### src/design/mqr_pkg.sv
package mqr_pkg;

  localparam int MQR_MAX_DIM    = 8;
  localparam int MQR_DATA_WIDTH = 32;

  localparam int CFG_W       = 4;
  localparam int CFG_INDEX_W = 1;
  localparam int VALUE_W     = 32;
  localparam int ANGLE_W     = 2;

  localparam logic [CFG_INDEX_W-1:0] REG_ROW_COUNT = 1'd0;
  localparam logic [CFG_INDEX_W-1:0] REG_COL_COUNT = 1'd1;

  localparam logic CMD_LOAD   = 1'b0;
  localparam logic CMD_ROTATE = 1'b1;

  localparam logic [ANGLE_W-1:0] ANGLE_INVALID = 2'd0;
  localparam logic [ANGLE_W-1:0] ANGLE_90      = 2'd1;
  localparam logic [ANGLE_W-1:0] ANGLE_180     = 2'd2;
  localparam logic [ANGLE_W-1:0] ANGLE_270     = 2'd3;

  typedef struct packed {
    logic                       command;
    logic signed [VALUE_W-1:0]  element_value;
    logic [ANGLE_W-1:0]         angle_code;
  } mqr_in_t;

  typedef struct packed {
    logic signed [VALUE_W-1:0]  out_value;
    logic                       last_of_run;
    logic                       angle_error;
  } mqr_out_t;

  typedef struct packed {
    logic load;
    logic start;
    logic step;
  } mqr_cmd_t;

  typedef struct packed {
    logic can_issue;
    logic at_end;
  } mqr_status_t;

endpackage

### src/design/mqr_ram.sv
module mqr_ram #(
  parameter int WIDTH = 32,
  parameter int DEPTH = 64
) (
  input  logic                                    clk,
  input  logic                                    we,
  input  logic [((DEPTH > 1) ? $clog2(DEPTH) : 1)-1:0] waddr,
  input  logic [WIDTH-1:0]                        wdata,
  input  logic                                    re,
  input  logic [((DEPTH > 1) ? $clog2(DEPTH) : 1)-1:0] raddr,
  output logic [WIDTH-1:0]                        rdata
);

  logic [WIDTH-1:0] mem [DEPTH];
  logic [WIDTH-1:0] rdata_r;

  always_ff @(posedge clk) begin
    if (we) begin
      mem[waddr] <= wdata;
    end
    if (re) begin
      rdata_r <= mem[raddr];
    end
  end

  assign rdata = rdata_r;

endmodule

### src/design/mqr_ctrl.sv
module mqr_ctrl (
  input  logic                 clk,
  input  logic                 rst_n,
  input  logic                 in_valid,
  input  logic                 in_command,
  output logic                 in_ready,
  input  mqr_pkg::mqr_status_t status,
  output mqr_pkg::mqr_cmd_t    cmd
);
  import mqr_pkg::*;

  localparam logic ST_IDLE = 1'b0;
  localparam logic ST_RUN  = 1'b1;

  logic state_r;
  logic state_nxt;

  always_comb begin
    state_nxt = state_r;
    cmd       = '0;
    in_ready  = 1'b0;
    unique case (state_r)
      ST_IDLE: begin
        in_ready = 1'b1;
        if (in_valid) begin
          if (in_command == CMD_LOAD) begin
            cmd.load = 1'b1;
          end else begin
            cmd.start = 1'b1;
            state_nxt = ST_RUN;
          end
        end
      end
      ST_RUN: begin
        if (status.can_issue) begin
          cmd.step = 1'b1;
          if (status.at_end) begin
            state_nxt = ST_IDLE;
          end
        end
      end
      default: state_nxt = ST_IDLE;
    endcase
  end

  always_ff @(posedge clk) begin
    if (!rst_n) begin
      state_r <= ST_IDLE;
    end else begin
      state_r <= state_nxt;
    end
  end

endmodule

### src/design/mqr_datapath.sv
module mqr_datapath #(
  parameter int MAX_DIM    = mqr_pkg::MQR_MAX_DIM,
  parameter int DATA_WIDTH = mqr_pkg::MQR_DATA_WIDTH
) (
  input  logic                            clk,
  input  logic                            rst_n,
  input  logic                            cfg_we,
  input  logic [mqr_pkg::CFG_INDEX_W-1:0] cfg_index,
  input  logic [mqr_pkg::CFG_W-1:0]       cfg_data,
  input  mqr_pkg::mqr_in_t                in_data,
  input  mqr_pkg::mqr_cmd_t               cmd,
  output mqr_pkg::mqr_status_t            status,
  output logic                            out_valid,
  input  logic                            out_ready,
  output mqr_pkg::mqr_out_t               out_data
);
  import mqr_pkg::*;

  localparam int DEPTH  = MAX_DIM * MAX_DIM;
  localparam int ADDR_W = (DEPTH > 1) ? $clog2(DEPTH) : 1;
  localparam int DIM_W  = $clog2(MAX_DIM + 1);
  localparam int PROD_W = 2 * DIM_W;

  function automatic logic [DIM_W-1:0] clamp_dim(input logic [CFG_W-1:0] v);
    logic [DIM_W-1:0] res;
    if (v == '0) begin
      res = DIM_W'(1);
    end else if (32'(v) > MAX_DIM) begin
      res = DIM_W'(MAX_DIM);
    end else begin
      res = DIM_W'(v);
    end
    return res;
  endfunction

  logic [CFG_W-1:0]   row_count_r;
  logic [CFG_W-1:0]   col_count_r;
  logic [ADDR_W-1:0]  load_pos_r;
  logic [ADDR_W-1:0]  load_pos_nxt;
  logic [ANGLE_W-1:0] angle_r;
  logic [DIM_W-1:0]   i_r;
  logic [DIM_W-1:0]   j_r;
  logic               pend_r;
  logic               pend_last_r;
  logic               pend_err_r;
  logic               out_valid_r;
  mqr_out_t           out_data_r;

  logic [DIM_W-1:0]   rows;
  logic [DIM_W-1:0]   cols;
  logic [PROD_W-1:0]  total;
  logic [DIM_W-1:0]   out_rows;
  logic [DIM_W-1:0]   out_cols;
  logic [DIM_W-1:0]   src_r;
  logic [DIM_W-1:0]   src_c;
  logic [PROD_W-1:0]  row_base;
  logic [ADDR_W-1:0]  rd_addr;
  logic [DATA_WIDTH-1:0] rd_data;
  logic               err_angle;
  logic               last_elem;
  logic               pend_move;
  logic               rd_en;

  assign rows     = clamp_dim(row_count_r);
  assign cols     = clamp_dim(col_count_r);
  assign total    = {{DIM_W{1'b0}}, rows} * {{DIM_W{1'b0}}, cols};
  assign out_rows = (angle_r == ANGLE_180) ? rows : cols;
  assign out_cols = (angle_r == ANGLE_180) ? cols : rows;

  always_comb begin
    unique case (angle_r)
      ANGLE_90: begin
        src_r = rows - DIM_W'(1) - j_r;
        src_c = i_r;
      end
      ANGLE_180: begin
        src_r = rows - DIM_W'(1) - i_r;
        src_c = cols - DIM_W'(1) - j_r;
      end
      ANGLE_270: begin
        src_r = j_r;
        src_c = cols - DIM_W'(1) - i_r;
      end
      default: begin
        src_r = '0;
        src_c = '0;
      end
    endcase
  end

  assign row_base = {{DIM_W{1'b0}}, src_r} * {{DIM_W{1'b0}}, cols};
  assign rd_addr  = ADDR_W'(row_base + PROD_W'(src_c));

  assign err_angle = (angle_r == ANGLE_INVALID);
  assign last_elem = (i_r == out_rows - DIM_W'(1)) && (j_r == out_cols - DIM_W'(1));
  assign pend_move = pend_r && (!out_valid_r || out_ready);
  assign rd_en     = cmd.step && !err_angle;

  assign status.can_issue = !pend_r || pend_move;
  assign status.at_end    = err_angle || last_elem;

  always_comb begin
    load_pos_nxt = load_pos_r + ADDR_W'(1);
    if (PROD_W'(load_pos_nxt) >= total || load_pos_nxt == '0) begin
      load_pos_nxt = '0;
    end
  end

  mqr_ram #(
    .WIDTH (DATA_WIDTH),
    .DEPTH (DEPTH)
  ) u_store (
    .clk   (clk),
    .we    (cmd.load),
    .waddr (load_pos_r),
    .wdata (DATA_WIDTH'($unsigned(in_data.element_value))),
    .re    (rd_en),
    .raddr (rd_addr),
    .rdata (rd_data)
  );

  always_ff @(posedge clk) begin
    if (!rst_n) begin
      row_count_r <= CFG_W'(1);
      col_count_r <= CFG_W'(1);
      load_pos_r  <= '0;
      pend_r      <= 1'b0;
      out_valid_r <= 1'b0;
    end else begin
      if (cfg_we) begin
        unique case (cfg_index)
          REG_ROW_COUNT: row_count_r <= cfg_data;
          REG_COL_COUNT: col_count_r <= cfg_data;
          default: ;
        endcase
      end
      if (cmd.load) begin
        load_pos_r <= load_pos_nxt;
      end
      if (cmd.step) begin
        pend_r <= 1'b1;
      end else if (pend_move) begin
        pend_r <= 1'b0;
      end
      if (pend_move) begin
        out_valid_r <= 1'b1;
      end else if (out_ready) begin
        out_valid_r <= 1'b0;
      end
    end
  end

  always_ff @(posedge clk) begin
    if (cmd.start) begin
      angle_r <= in_data.angle_code;
      i_r     <= '0;
      j_r     <= '0;
    end else if (rd_en) begin
      if (j_r == out_cols - DIM_W'(1)) begin
        j_r <= '0;
        i_r <= i_r + DIM_W'(1);
      end else begin
        j_r <= j_r + DIM_W'(1);
      end
    end
    if (cmd.step) begin
      pend_last_r <= status.at_end;
      pend_err_r  <= err_angle;
    end
    if (pend_move) begin
      out_data_r.out_value   <= pend_err_r ? '0 : $signed(VALUE_W'(rd_data));
      out_data_r.last_of_run <= pend_last_r;
      out_data_r.angle_error <= pend_err_r;
    end
  end

  assign out_valid = out_valid_r;
  assign out_data  = out_data_r;

endmodule

### src/design/matrix_quarter_turn_rotator.sv
// Channel   Direction  Handshake               Payload
// in_       input      in_valid / in_ready     mqr_in_t: command, element_value, angle_code
// out_      output     out_valid / out_ready   mqr_out_t: out_value, last_of_run, angle_error
// cfg_      input      cfg_we                  cfg_index selects row_count or col_count
//
// A load word writes the store at the load position.
// A rotate word enters, then the store gives one result word per cycle unless
// out_ready stalls the output; the single read port of the store sets this rate.
// An invalid angle gives one error word.
// Reset is synchronous on rst_n; store contents are not cleared.
// A stall on out_ready stops reads of the store until the output register frees.
module matrix_quarter_turn_rotator #(
  parameter int MAX_DIM    = mqr_pkg::MQR_MAX_DIM,
  parameter int DATA_WIDTH = mqr_pkg::MQR_DATA_WIDTH
) (
  input  logic                            clk,
  input  logic                            rst_n,
  input  logic                            cfg_we,
  input  logic [mqr_pkg::CFG_INDEX_W-1:0] cfg_index,
  input  logic [mqr_pkg::CFG_W-1:0]       cfg_data,
  input  logic                            in_valid,
  output logic                            in_ready,
  input  mqr_pkg::mqr_in_t                in_data,
  output logic                            out_valid,
  input  logic                            out_ready,
  output mqr_pkg::mqr_out_t               out_data
);
  import mqr_pkg::*;

  mqr_cmd_t    cmd;
  mqr_status_t status;

  mqr_ctrl u_ctrl (
    .clk        (clk),
    .rst_n      (rst_n),
    .in_valid   (in_valid),
    .in_command (in_data.command),
    .in_ready   (in_ready),
    .status     (status),
    .cmd        (cmd)
  );

  mqr_datapath #(
    .MAX_DIM    (MAX_DIM),
    .DATA_WIDTH (DATA_WIDTH)
  ) u_datapath (
    .clk       (clk),
    .rst_n     (rst_n),
    .cfg_we    (cfg_we),
    .cfg_index (cfg_index),
    .cfg_data  (cfg_data),
    .in_data   (in_data),
    .cmd       (cmd),
    .status    (status),
    .out_valid (out_valid),
    .out_ready (out_ready),
    .out_data  (out_data)
  );

endmodule

### config.mk
export PLATFORM = sky130hd
export DESIGN_NAME = matrix_quarter_turn_rotator
export DESIGN_NICKNAME = d
export VERILOG_FILES = /design/src/design/mqr_pkg.sv /design/src/design/mqr_ram.sv /design/src/design/mqr_ctrl.sv /design/src/design/mqr_datapath.sv /design/src/design/matrix_quarter_turn_rotator.sv
export SDC_FILE = /design/constraint.sdc
export NUM_CORES = 2
export LEC_CHECK = 0
export BUFFER_PORTS_ARGS = -buffer_cell sky130_fd_sc_hd__buf_2
export CORE_ASPECT_RATIO = 0.7
export CORE_MARGIN = 2
export CORE_UTILIZATION = 40
export DETAILED_ROUTE_END_ITERATION = 16
export GPL_TIMING_DRIVEN = 0
export PLACE_DENSITY = 0.56
export SETUP_SLACK_MARGIN = 0.3
export SLEW_MARGIN = 20
export SYNTH_ARGS = -nofsm -noshare
export SYNTH_HDL_FRONTEND = slang
export SYNTH_SLANG_ARGS = --single-unit
### constraint.sdc
create_clock -name clk -period 10.45 [get_ports clk]
set_input_delay 0.5225 -clock clk [delete_from_list [all_inputs] [get_ports clk]]
set_output_delay 0.5225 -clock clk [all_outputs]
set_load 0.02 [all_outputs]
# [After elaboration in Yosys (flattened, before gate mapping)]
# Memories as Yosys holds them, arrays and structs flattened. A register that Yosys moved wholly into a read port is not among the register bits.
# Cells that the tools add are included.
[word_totals] ff_bits=63 latchBits=0 mem_bits_rw=2048 mem_bits_ro=0 mem_count=1
[mem_list] name="u_datapath.u_store.mem" depth=64 word_bits=32 rd=1 rd_ports_with_merged_regs=1 write_ports=1 line="mqr_ram.sv:14" rtl="logic [WIDTH-1:0] mem [DEPTH];"
[classes] addsub=12 n_mul=2 n_div=0 order_cmp=3 n_eq_ne=5 shifts=0 mux=27 bitwise=2 n_reduce_logical=19
[op_table] op="$mux 4" count=7
[op_table] op="$pmux 4 s3" count=2
[op_table] op="$sub 4x1->4 const B" count=4
[op_table] op="$sub 4x4->4" count=4
[op_table] op="$mux 1" count=14
[op_table] op="$add 4x1->4 const B" count=2
[op_table] op="$eq 4x4->1" count=2
[op_table] op="$ge 6x8->1" count=1
[op_table] op="$gt 4x4->1 const B" count=2
[op_table] op="$logic_not 4->1" count=2
[op_table] op="$mul 4x4->8" count=1
[op_table] op="$add 6x1->6 const B" count=1
[op_table] op="$add 6x4->6" count=1
[op_table] op="$logic_not 6->1" count=1
[op_table] op="$mul 4x4->6" count=1
[op_table] op="$mux 6" count=1
[op_table] op="$reduce_and 2->1" count=3
[op_table] op="$eq 2x2->1 const B" count=2
[op_table] op="$logic_or 1x1->1" count=4
[op_table] op="$mux 2" count=2
[op_table] op="$reduce_bool 2->1" count=2
[op_table] op="$logic_and 1x1->1" count=3
[op_table] op="$logic_not 1->1" count=3
[op_table] op="$eq 2x1->1 const B" count=1
[op_table] op="3 further kinds" count=4

# [Depth between registers and ports, before layout]
[logic_depth] depth_word=11 ltp_mapped=24

# [By module]
# A second synthesis with hierarchy kept.
[hier_totals] cells_unflattened=3771 area_unflattened_um2=83246.1
[by_module_without_submodules] mod="mqr_ram" instances=1 cells_per_inst=3324 area_per_inst_um2=78835.6 seq_area_each_um2=62459.9
[by_module_without_submodules] mod="mqr_datapath" instances=1 cells_per_inst=439 area_per_inst_um2=4347.9 seq_area_each_um2=1621.6
[by_module_without_submodules] mod="mqr_ctrl" instances=1 cells_per_inst=8 area_per_inst_um2=62.6 seq_area_each_um2=20.0

# [Worst setup path before layout]
# Ideal clock, no wire load.
[synth_timing] path_type="reg-to-reg" start="register u_datapath.angle_r[0]" end="register u_datapath.u_store.rdata_r[11], in the netlist u_datapath.u_store.rdata[11] (read register of u_datapath.u_store.mem), data pin" setup_time_ps=279 arrival_ps=5722 setup_slack_ps=4449 stages_incl_launch_ff=24 path_buffers=4 synth_period_minus_slack_ps=6001 path_cell_list="edfxtp_1 > inv_1 > ha_1 > buf_4 > clkbuf_1 > mux2_2 > ha_1 > inv_1 > fa_1 > a22o_1 > nand2_1 > nor2_1 > fa_1 > inv_1 > fa_1 > inv_1 > fa_1 > ha_1 > xor2_1 > buf_2 > buf_2 > mux4_2 > mux2i_1 > mux2i_1"
[synth_via] elab_chain_cells=4
[synth_lines] element="start, declared" line="mqr_datapath.sv:40" rtl="logic [ANGLE_W-1:0] angle_r;"
[synth_lines] element="start signal, assigned" line="mqr_datapath.sv:155" rtl="angle_r <= in_data.angle_code;"
[synth_lines] element="$eq 2x2->1 or $eq 2x1->1 (tied branches)" line="mqr_datapath.sv:71" rtl="unique case (angle_r)"
[synth_lines] element="$pmux 4 s3" line="mqr_datapath.sv:71"
[synth_lines] element="$mul 4x4->6" line="mqr_datapath.sv:91" rtl="assign row_base = {{DIM_W{1'b0}}, src_r} * {{DIM_W{1'b0}}, cols};"
[synth_lines] element="$add 6x4->6" line="mqr_datapath.sv:92" rtl="assign rd_addr = ADDR_W'(row_base + PROD_W'(src_c));"
[synth_lines] element="end, declared" line="mqr_ram.sv:15" rtl="logic [WIDTH-1:0] rdata_r;"
# Several ways; a longest one is shown, not always the timed one.
# A chain may end at the register's enable or synchronous reset.

# [Worst setup path after layout]
[layout_timing] start="register u_datapath.angle_r[0]" end="register u_datapath.u_store.rdata_r[17], in the netlist u_datapath.u_store.rdata[17] (read register of u_datapath.u_store.mem), data pin"
# The elaborated chain is that of the path after synthesis.

==> results.sh <==
export IMPL_via_count=38600
export IMPL_cts_root_buf="clkbuf_16"
export IMPL_synthTopCellsByArea="edfxtp_1, mux4_2, mux2i_1"
export IMPL_path_max_fanout=10
export IMPL_coreArea_um2=207000
export IMPL_power_frac_seq_pct=44.8
export IMPL_yosys_warnings=0
export IMPL_slowest_delay_ns=0.81
export IMPL_clock_path_buffers=4
export IMPL_synth_top_area_share_pct=76.4
export IMPL_synth_seq_cells=2143
export IMPL_initial_core_util_pct=40.1
export IMPL_dieArea_um2=212000
export IMPL_switching_share_pct=27.3
export IMPL_synth_cell_types=55
export IMPL_finalCriticalPeriod_ns=7.85
export IMPL_p_int_mw=15.5
export IMPL_hold_violations=0
export IMPL_grt_start_max_net_pins=65
export IMPL_finalNetCount=3976
export IMPL_die_h_um=386
export IMPL_pwr_share_clk_pct=33.1
export IMPL_rsz0062_at_grt="false"
export IMPL_max_freq_mhz=127
export IMPL_yosysTopAreaCell="edfxtp_1"
export IMPL_wirelength_mm=215
export IMPL_worstPathArrival_ns=8.33
export IMPL_drc_errors=0
export IMPL_synth_flop_cell="edfxtp_1"
export IMPL_cts_resized=0
export IMPL_gp_congestion=0.799
export IMPL_crit_chain="inv_1, ha_1, buf_4, clkbuf_1, mux2_2, ha_1, inv_1, fa_1, a22o_1, nand2_1, nor2_1, ha_1, ha_1, ha_1, clkbuf_1, buf_2, clkbuf_1, mux4_2, mux4_2, mux2i_1, mux2i_1"
export IMPL_setup_viol=0
export IMPL_drt_pass1_iterations=5
export IMPL_synth_cells=3487
export IMPL_synth_seq_area_share_pct=77.0
export IMPL_port_buffers=80
export IMPL_final_util_pct=46.2
export IMPL_synth_edf_count=2118
export IMPL_path_buf_inv=7
export IMPL_final_setup_tns_ns=0
export IMPL_cp_top_family="buffers and inverters"
export IMPL_clock_sinks=2143
export IMPL_grt_pass1_vias=37800
export IMPL_avgSynthCellArea_um2=23.9
export IMPL_pin_count=81
export IMPL_clk_pin_slew_ns=0.06
export IMPL_dieWidth_um=549
export IMPL_cts_setup_buffers=0
export IMPL_final_cell_mix="edfxtp_1, mux4_2, clkbuf_16"
export IMPL_peakVddDrop_v=0.000142
export IMPL_drt_iter0_markers=5401
export IMPL_place_hpwl_mm=138
export IMPL_layout_drive_gt1_share_pct=31.1
export IMPL_antenna_left=0
export IMPL_hold_ws_ns=0.0570
export IMPL_ff2ff_setup_slack_ns=2.60
export IMPL_gr_total_overflow=0
export IMPL_cts_hold_buf=8
export IMPL_start_kind="flip-flop"
export IMPL_clock_latency_ns=0.86
export IMPL_tightest_slew_ns=1.20
export IMPL_leakage_nw=29.0
export IMPL_power_mw=21.3
export IMPL_path_common_cell="ha_1"
export IMPL_syn_area_um2=83200
export IMPL_synthArstFlopShare_pct=0
export IMPL_track_usage_pct=20.3
export IMPL_critPathKind="flip-flop to flip-flop"
export IMPL_max_cap_viol_count=0
export IMPL_cts_inserted_buffers=202
export IMPL_fin_skew_ns=0.0731
export IMPL_syn_to_final_growth_pct=15.3
export IMPL_power_switching_mw=5.81
export IMPL_cts_tree="built"
export IMPL_layout_commonest_cell="edfxtp_1"
export IMPL_n_fill_cell=17100
export IMPL_min_path_type="primary input to flip-flop"
export IMPL_p_comb_share_pct=22.1
export IMPL_wl_per_cell_um=31.7
export IMPL_worst_ep_required_time_ns=10.93
export IMPL_end_kind="flip-flop"
export IMPL_antenna_found_initial=21
export IMPL_htreeDepth=4
export IMPL_grt_pass1_wl_mm=301
export IMPL_via_per_inst=5.68
export IMPL_crit_path_top_delay_cell="clkbuf_1"
export IMPL_slew_headroom_pct=19.6
export IMPL_outcome="complete, no violations"
export IMPL_syn_nets=3590
export IMPL_final_max_slew_viol_count=0
export IMPL_row_count=140
export IMPL_power_density_nw_per_um2=222
export IMPL_finalCritPeriodShare_pct=75.1
## metrics by stage
step,worst slack [ns],cell area [um2],cells
floorplan,4.45,83200,3487
global placement,1.98,87100,6336
detailed placement,2.53,89700,6430
CTS,2.53,95900,6790
global route,2.36,95900,6790
finish,2.60,95900,6791
## metal layers
metal	up-vias	part of all wire [%]	routed length (um)	track usage, %
met5	-	0.012	25	0
met4	4	1.5	3330	3.59
met3	234	8.8	19000	4.39
li1	15600	-	-	-
met2	1641	42	90100	28.0
met1	21000	48	103000	33.2
## cells by family after synthesis
logic type      count (synthesis)  synth area share, %
flops                        2143                 77.0
mux                           748                 18.6
simple gates                  247                 1.40
buf+inv                       204                 1.10
fa+ha+maj                      58                0.981
compound gates                 57                0.495
xor+xnor                       30                0.338
## cells in the mapped netlist (4+ instances only)
library cell	instances
a22o_1	4
mux2i_1	106
fa_1	12
buf_1	11
a21oi_1	21
ha_1	46
mux4_2	640
xnor2_1	15
nand2_1	33
inv_1	31
nand3_1	17
xor2_1	14
dfxtp_1	25
o21ai_0	7
a21boi_0	4
a21o_1	6
edfxtp_1	2118
nor2b_1	43
buf_6	7
nor3_1	7
clkbuf_1	82
nand3b_1	7
nor2_1	118
buf_2	68
## worst paths after layout
kind	from	end	depth (start not counted)
hold reg to reg	u_datapath.pend_last_r	u_datapath.out_data[1]	0
hold / removal	cfg_we	u_datapath.col_count_r[2]	3
setup / recovery	u_datapath.angle_r[0]	u_datapath.u_store.rdata[17]	21
setup reg to reg	u_datapath.angle_r[0]	u_datapath.u_store.rdata[17]	21
## worst min-delay path: stages
cell	delay, ns
buf_2	0.13
nand3_1	0.07
a21boi_0	0.07
## final cells by class
type	instances	area, um2	share of cell area (%)
multi-input cells	1140	18700	19.5
well taps	2769	3460	3.61
flip-flops and latches	2143	64100	66.8
clock buffers	252	5310	5.53
diodes	1	2.50	0.00261
clock inverters	100	810	0.844
repair buffers	182	2600	2.71
plain buffers	172	813	0.848
inverters	32	120	0.125
## power by group through the flow
| stage | clock, mW | sequential (mW) | combinational, mW |
|---|---|---|---|
| 3_3_place_gp | 0 | 9.72 | 4.68 |
| 5_1_grt | 7.48 | 9.53 | 4.94 |
| 3_5_place_dp | 0 | 9.72 | 4.73 |
| 2_1_floorplan | 0 | 9.71 | 2.90 |
| 6_report | 7.03 | 9.53 | 4.70 |
| 4_1_cts | 7.15 | 9.53 | 4.75 |
## flip-flops by register name, indices dropped and copies added (netlist names)
register	count
u_datapath.col_count_r	4
u_datapath.row_count_r	4
u_datapath.angle_r	2
u_datapath.u_store.mem	2048
u_datapath.load_pos_r	6
u_datapath.pend_err_r	1
u_datapath.pend_last_r	1
u_datapath.j_r	4
u_datapath.out_data	34
u_datapath.u_store.rdata	32
u_datapath.out_valid	1
u_datapath.i_r	4
u_ctrl.state_r	1
u_datapath.pend_r	1
Power figures use the tool's default switching activity.
